$ cat src/hw/rtl/rntd_pkg.sv
// Shared types, constants and helpers for the radix number-to-digits block.
// No dependencies; every other file imports this package.
package rntd_pkg;

  // Default geometry of the input value and the fraction digit budget
  localparam int unsigned INT_BITS_DEF    = 32;
  localparam int unsigned FRAC_BITS_DEF   = 52;
  localparam int unsigned FRAC_BUDGET_DEF = 48;

  // Field widths
  localparam int unsigned RADIX_W = 6;
  localparam int unsigned DIGIT_W = 6;
  localparam int unsigned CHAR_W  = 7;

  // Radix register reset value and legal range
  localparam logic [RADIX_W-1:0] RADIX_RESET = 6'd10;
  localparam logic [RADIX_W-1:0] RADIX_MIN   = 6'd2;
  localparam logic [RADIX_W-1:0] RADIX_MAX   = 6'd36;

  // ASCII codes
  localparam logic [CHAR_W-1:0] CHAR_ZERO       = 7'h30;  // '0'
  localparam logic [CHAR_W-1:0] CHAR_ALPHA_BASE = 7'h57;  // 'a' minus ten
  localparam logic [CHAR_W-1:0] CHAR_POINT      = 7'h2e;  // '.'
  localparam logic [DIGIT_W-1:0] DIGIT_TOP      = 6'd35;
  localparam logic [DIGIT_W-1:0] DIGIT_TEN      = 6'd10;

  // One character on its way to the pair packer
  typedef struct packed {
    logic [CHAR_W-1:0] code;
    logic              last;
  } rntd_char_t;

  // Map a digit value onto 0-9 then a-z, clamping at 'z'
  function automatic logic [CHAR_W-1:0] digit_char(input logic [DIGIT_W-1:0] d);
    logic [DIGIT_W-1:0] dc;
    dc = (d > DIGIT_TOP) ? DIGIT_TOP : d;
    if (dc < DIGIT_TEN) begin
      return CHAR_ZERO + {1'b0, dc};
    end else begin
      return CHAR_ALPHA_BASE + {1'b0, dc};
    end
  endfunction

endpackage

$ cat src/hw/rtl/rntd_div_unit.sv
// Bit-serial restoring divider: one quotient bit per cycle, small divisor.
// Depends on rntd_pkg for the radix width.
module rntd_div_unit import rntd_pkg::*; #(
  parameter int unsigned INT_BITS = INT_BITS_DEF
) (
  input  logic                clk_i,
  input  logic                rst_ni,
  input  logic                start_i,
  input  logic [INT_BITS-1:0] dividend_i,
  input  logic [RADIX_W-1:0]  divisor_i,
  output logic                done_o,
  output logic [INT_BITS-1:0] quotient_o,
  output logic [DIGIT_W-1:0]  remainder_o
);

  localparam int unsigned CNT_W = $clog2(INT_BITS + 1);

  logic                busy_q, busy_d;
  logic                done_q, done_d;
  logic [CNT_W-1:0]    cnt_q, cnt_d;
  logic [INT_BITS-1:0] quo_q, quo_d;
  logic [DIGIT_W-1:0]  rem_q, rem_d;
  logic [DIGIT_W:0]    shifted;
  logic                fits;

  // Shift in the next dividend bit and trial-subtract the divisor
  always_comb begin
    shifted = {rem_q, quo_q[INT_BITS-1]};
    fits    = shifted >= {1'b0, divisor_i};
    busy_d  = busy_q;
    done_d  = 1'b0;
    cnt_d   = cnt_q;
    quo_d   = quo_q;
    rem_d   = rem_q;
    if (start_i) begin
      busy_d = 1'b1;
      cnt_d  = CNT_W'(INT_BITS);
      quo_d  = dividend_i;
      rem_d  = '0;
    end else if (busy_q) begin
      rem_d = fits ? DIGIT_W'(shifted - {1'b0, divisor_i}) : DIGIT_W'(shifted);
      quo_d = {quo_q[INT_BITS-2:0], fits};
      cnt_d = cnt_q - CNT_W'(1);
      if (cnt_q == CNT_W'(1)) begin
        busy_d = 1'b0;
        done_d = 1'b1;
      end
    end
  end

  // Hold control state under reset
  always_ff @(posedge clk_i or negedge rst_ni) begin
    if (!rst_ni) begin
      busy_q <= 1'b0;
      done_q <= 1'b0;
      cnt_q  <= '0;
    end else begin
      busy_q <= busy_d;
      done_q <= done_d;
      cnt_q  <= cnt_d;
    end
  end

  // Advance the datapath
  always_ff @(posedge clk_i) begin
    quo_q <= quo_d;
    rem_q <= rem_d;
  end

  assign done_o      = done_q;
  assign quotient_o  = quo_q;
  assign remainder_o = rem_q;

endmodule

$ cat config.mk
export PLATFORM = sky130hd
export DESIGN_NAME = rntd_div_unit
export DESIGN_NICKNAME = d
export VERILOG_FILES = /design/src/hw/rtl/rntd_pkg.sv /design/src/hw/rtl/rntd_div_unit.sv
export SDC_FILE = /design/constraint.sdc
export NUM_CORES = 1
export LEC_CHECK = 0
export ABC_AREA = 1
export ABC_CLOCK_PERIOD_IN_PS = 1950
export BUFFER_PORTS_ARGS = -buffer_cell sky130_fd_sc_hd__buf_4
export CAP_MARGIN = 40
export CORE_UTILIZATION = 43
export CTS_BUF_LIST = sky130_fd_sc_hd__clkbuf_8
export CTS_CLUSTER_DIAMETER = 50
export DETAILED_ROUTE_END_ITERATION = 6
export HOLD_SLACK_MARGIN = 0.08
export PLACE_DENSITY = 0.69
export SYNTH_ARGS = -nofsm -noshare
export SYNTH_HDL_FRONTEND = slang
export SYNTH_SLANG_ARGS = --single-unit
$ cat constraint.sdc
create_clock -name clk_i -period 1.95 [get_ports clk_i]
set_input_delay 0.0975 -clock clk_i [delete_from_list [all_inputs] [get_ports clk_i]]
set_output_delay 0.0975 -clock clk_i [all_outputs]
set_load 0.02 [all_outputs]
==> metrics.md <==
| Metric | Value |
|---|---|
| First-pass GRT wire length | 9510 um |
| Sequential area share after synthesis | 54.2% |
| Startpoint class of the critical path | flop |
| Number of global-route vias before repair | 2,074 |
| Largest net degree at the start of global routing | 36 |
| Vias per inst | 4.74 |
| Final antenna-violating net count | 0 |
| Hold Fails Final Rpt | 0 |
| Die area | 5800 um^2 |
| Synth area leaders | edfxtp_1 (41%), nand2_1 (21%), dfrtp_1 (8.5%) |
| Synth Flop Type | edfxtp_1 |
| Slew @ Worst Pin | 0.548 ns |
| RePlAce Congestion | 0.837 |
| Min Hold Slack | 0.0910 ns |
| Num ports | 80 |
| Die W | 76.2 um |
| Layout cells sized above 1 | 25.3% |
| Crit path arrival time | 1.90 ns |
| Placeable Area | 5200 um^2 |
| Wirelength per Cell | 12.6 um |
| Cell Area, Synth | 2370 um^2 |
| Via Count | 2,153 |
| Initial antenna violation count | 0 |
| CTS buffer count | 5 |
| Syn Area/Cell | 8.60 um^2 |
| Number of synthesized flops with an enable pin | 32 |
| Drt pass-1 iters | 4 |
| Clk_lat worst skew | 0.29 ns |
| Fill cells | 458 |
| Gate Count Post-Synth | 275 |
| Top cell type's share of synthesized area | 40.6% |
| Most common cell in the netlist | nand2_1 |
| Outcome | completed |
| Root Buffer | clkbuf_8 |
| Fin Clk Skew | 0.00555 ns |
| Fin nets | 434 |
| MaxCap Viol Count | 0 |
| Initial Utilization | 45.5% |
| Critical setup path kind | reg -> reg |
| Leakage | 0.00175 uW |
| Post-CTS setup buffers | 0 |
| Min Tclk post-route | 1.66 ns |
| Count of pins over their slew limit | 0 |
| Async SR Flop Fraction | 17.4% |
| Max Freq | 0.603 GHz |
| Die H | 76.2 um |
| Drt drc | 0 |
| Std cell rows | 26 |
| Final setup viols | 0 |
| Hold_sp | dividend_i[21] |
| CP Data Required Time | 2.19 ns |
| Clock transition at path regs | 0.08 ns |
| Start of the worst register-to-register path | quotient_o[31] |
| Gr ovfl total | 0 |
| PwrDens | 1010 nW/um^2 |
| #FFs+latches synth | 46 |
| Syn Nets | 326 |
| RSZ-0062 raised after global routing | no |
| Hold WC Path Type | in -> reg |
| Area delta synth->final | 43.8% |
| CTS max path bufs | 2 |
| Crit path from | quotient_o[31] |
| Area leader, netlist | edfxtp_1 |
| CTS Sinks | 46 |
| Post-Route WL | 5720 um |
| CP endpoint kind | flop |
| Htree depth | 2 |
| I/O Buffers | 79 |
| CP dominant cell by count | nand3_1 |
| Setup_tns | 0 ns |
| Post-DP HPWL | 3930 um |
| Slowest library cell on the worst path | fa_1 |
| Initial DRC Count | 87 |
| Yosys warns | 0 |
| Top post-synthesis cells by count | nand2_1 (130), edfxtp_1 (32), inv_1 (27) |
| Inserted Diodes | 0 |
| GRT Util Overall | 20.5% |
| Unique cell type count in the Yosys netlist | 28 |
| Relative slew margins | 63.3% |
| Worst-path cell chain | inv_1 -> ha_1 -> fa_1 -> or2_1 -> nand3_1 -> nand2_1 -> nand3_1 -> nand3_1 -> nand2_1 |
| Tcrit/Tclk final | 85.0% |
| Worst Path Max Fanout | 3 |
| CTS tree | built |
| Worst path max stage delay | 0.39 ns |
| Peak VDD IR | 0.558 mV |
[sequential cells by signal, summed over array words and instances (netlist names)]
signal	count
busy_q	1
quotient_o	32
remainder_o	6
cnt_q	6
done_o	1
[stage by stage]
stage / total power, uW / cell area, um^2 / instances / worst slack [ns] / utilization, %
3_3_place_gp: 2700 / 3040 / 420 / 0.358 / 58.3
6_report: 3440 / 3400 / 454 / 0.292 / 65.4
2_1_floorplan: 2280 / 2370 / 275 / 0.246 / -
5_1_grt: 3670 / 3400 / 454 / 0.164 / 65.4
3_5_place_dp: 2730 / 3040 / 420 / 0.317 / 58.3
4_1_cts: 3460 / 3400 / 454 / 0.294 / 65.4
[layer usage]
metal	GRT usage, %	share of wire [%]	vias to the layer above	wire length (um)
met5	0	0	-	0
met4	8.27	1.7	0	97
met3	3.11	4.2	10	242
met2	34.6	47	61	2680
met1	26.5	47	987	2700
li1	-	-	1095	-
[final timing paths]
path / endpoint / slack, ns / cells past startpoint
worst max-delay path: remainder_o[4] / 0.29 / 9
worst min-delay path: quotient_o[21] / 0.09 / 3
worst max register to register: remainder_o[4] / 0.29 / 9
worst min register to register: remainder_o[3] / 0.49 / 2
max in group asynchronous: done_o / 1.66 / 2
min in group asynchronous: cnt_q[5] / 0.16 / 2
[cell type report]
type | count | area, um^2 | area share (%)
Sequential cell | 46 | 1280 | 37.6
Multi-Input combinational cell | 194 | 943 | 27.7
Timing Repair Buffer | 109 | 883 | 26.0
Inverter | 27 | 101 | 2.98
Tap cell | 70 | 87.6 | 2.57
Clock buffer | 5 | 68.8 | 2.02
Clock inverter | 3 | 37.5 | 1.10
[power by group]
group / switching [uW] / internal (uW) / total (uW) / leakage (uW)
combinational: 797 / 586 / 1380 / 0.00120
clock: 307 / 373 / 681 / 0.0000607
sequential: 140 / 1230 / 1370 / 0.000497
total: 1250 / 2190 / 3440 / 0.00175
[critical path, delay by kind of cell (launching register included)]
family	cells	cell delay [ns]
and+or+nand+nor	6	0.58
adders and majority gates	2	0.58
buffers and inverters	1	0.08
DFF	1	0.36
[timing repair]
action	4_1_cts	5_1_grt
endpoints found under the setup margin	0	0
gates resized for setup	0	0
hold endpoints to repair	33	0
hold buffers	26	0
[cell families (layout without fill, tap and decap cells)]
family	after synthesis	after routing	share of synthesized area (%)
flip-flops	46	46	54.2
adder cells (fa/ha/maj)	10	10	5.61
buffers and inverters	35	144	5.98
XOR/XNOR	2	2	0.740
AND/OR/NAND/NOR	168	168	30.3
AO/OA/AOI/OAI	14	14	3.23
[placed cells by master, fill, tap and decap left out]
cell,n
nand2_1,130
buf_4,83
edfxtp_1,32
inv_1,29
dlygate4sd3_1,26
nand3_1,16
ha_1,9
nor2_1,8
dfrtp_1,8
o21ai_0,6
dfxtp_1,6
a21oi_1,5
clkbuf_8,5
nor2_2,3
nor3_1,2
nand4_1,2
nand3b_1,2
a21oi_2,1
nand2_2,1
nand2_4,1
a31oi_1,1
nand3_4,1
or2_1,1
xnor2_1,1
xor2_1,1
nor4_4,1
o22ai_1,1
fa_1,1
bufinv_16,1
No activity file was read; power rests on OpenSTA's default activity.
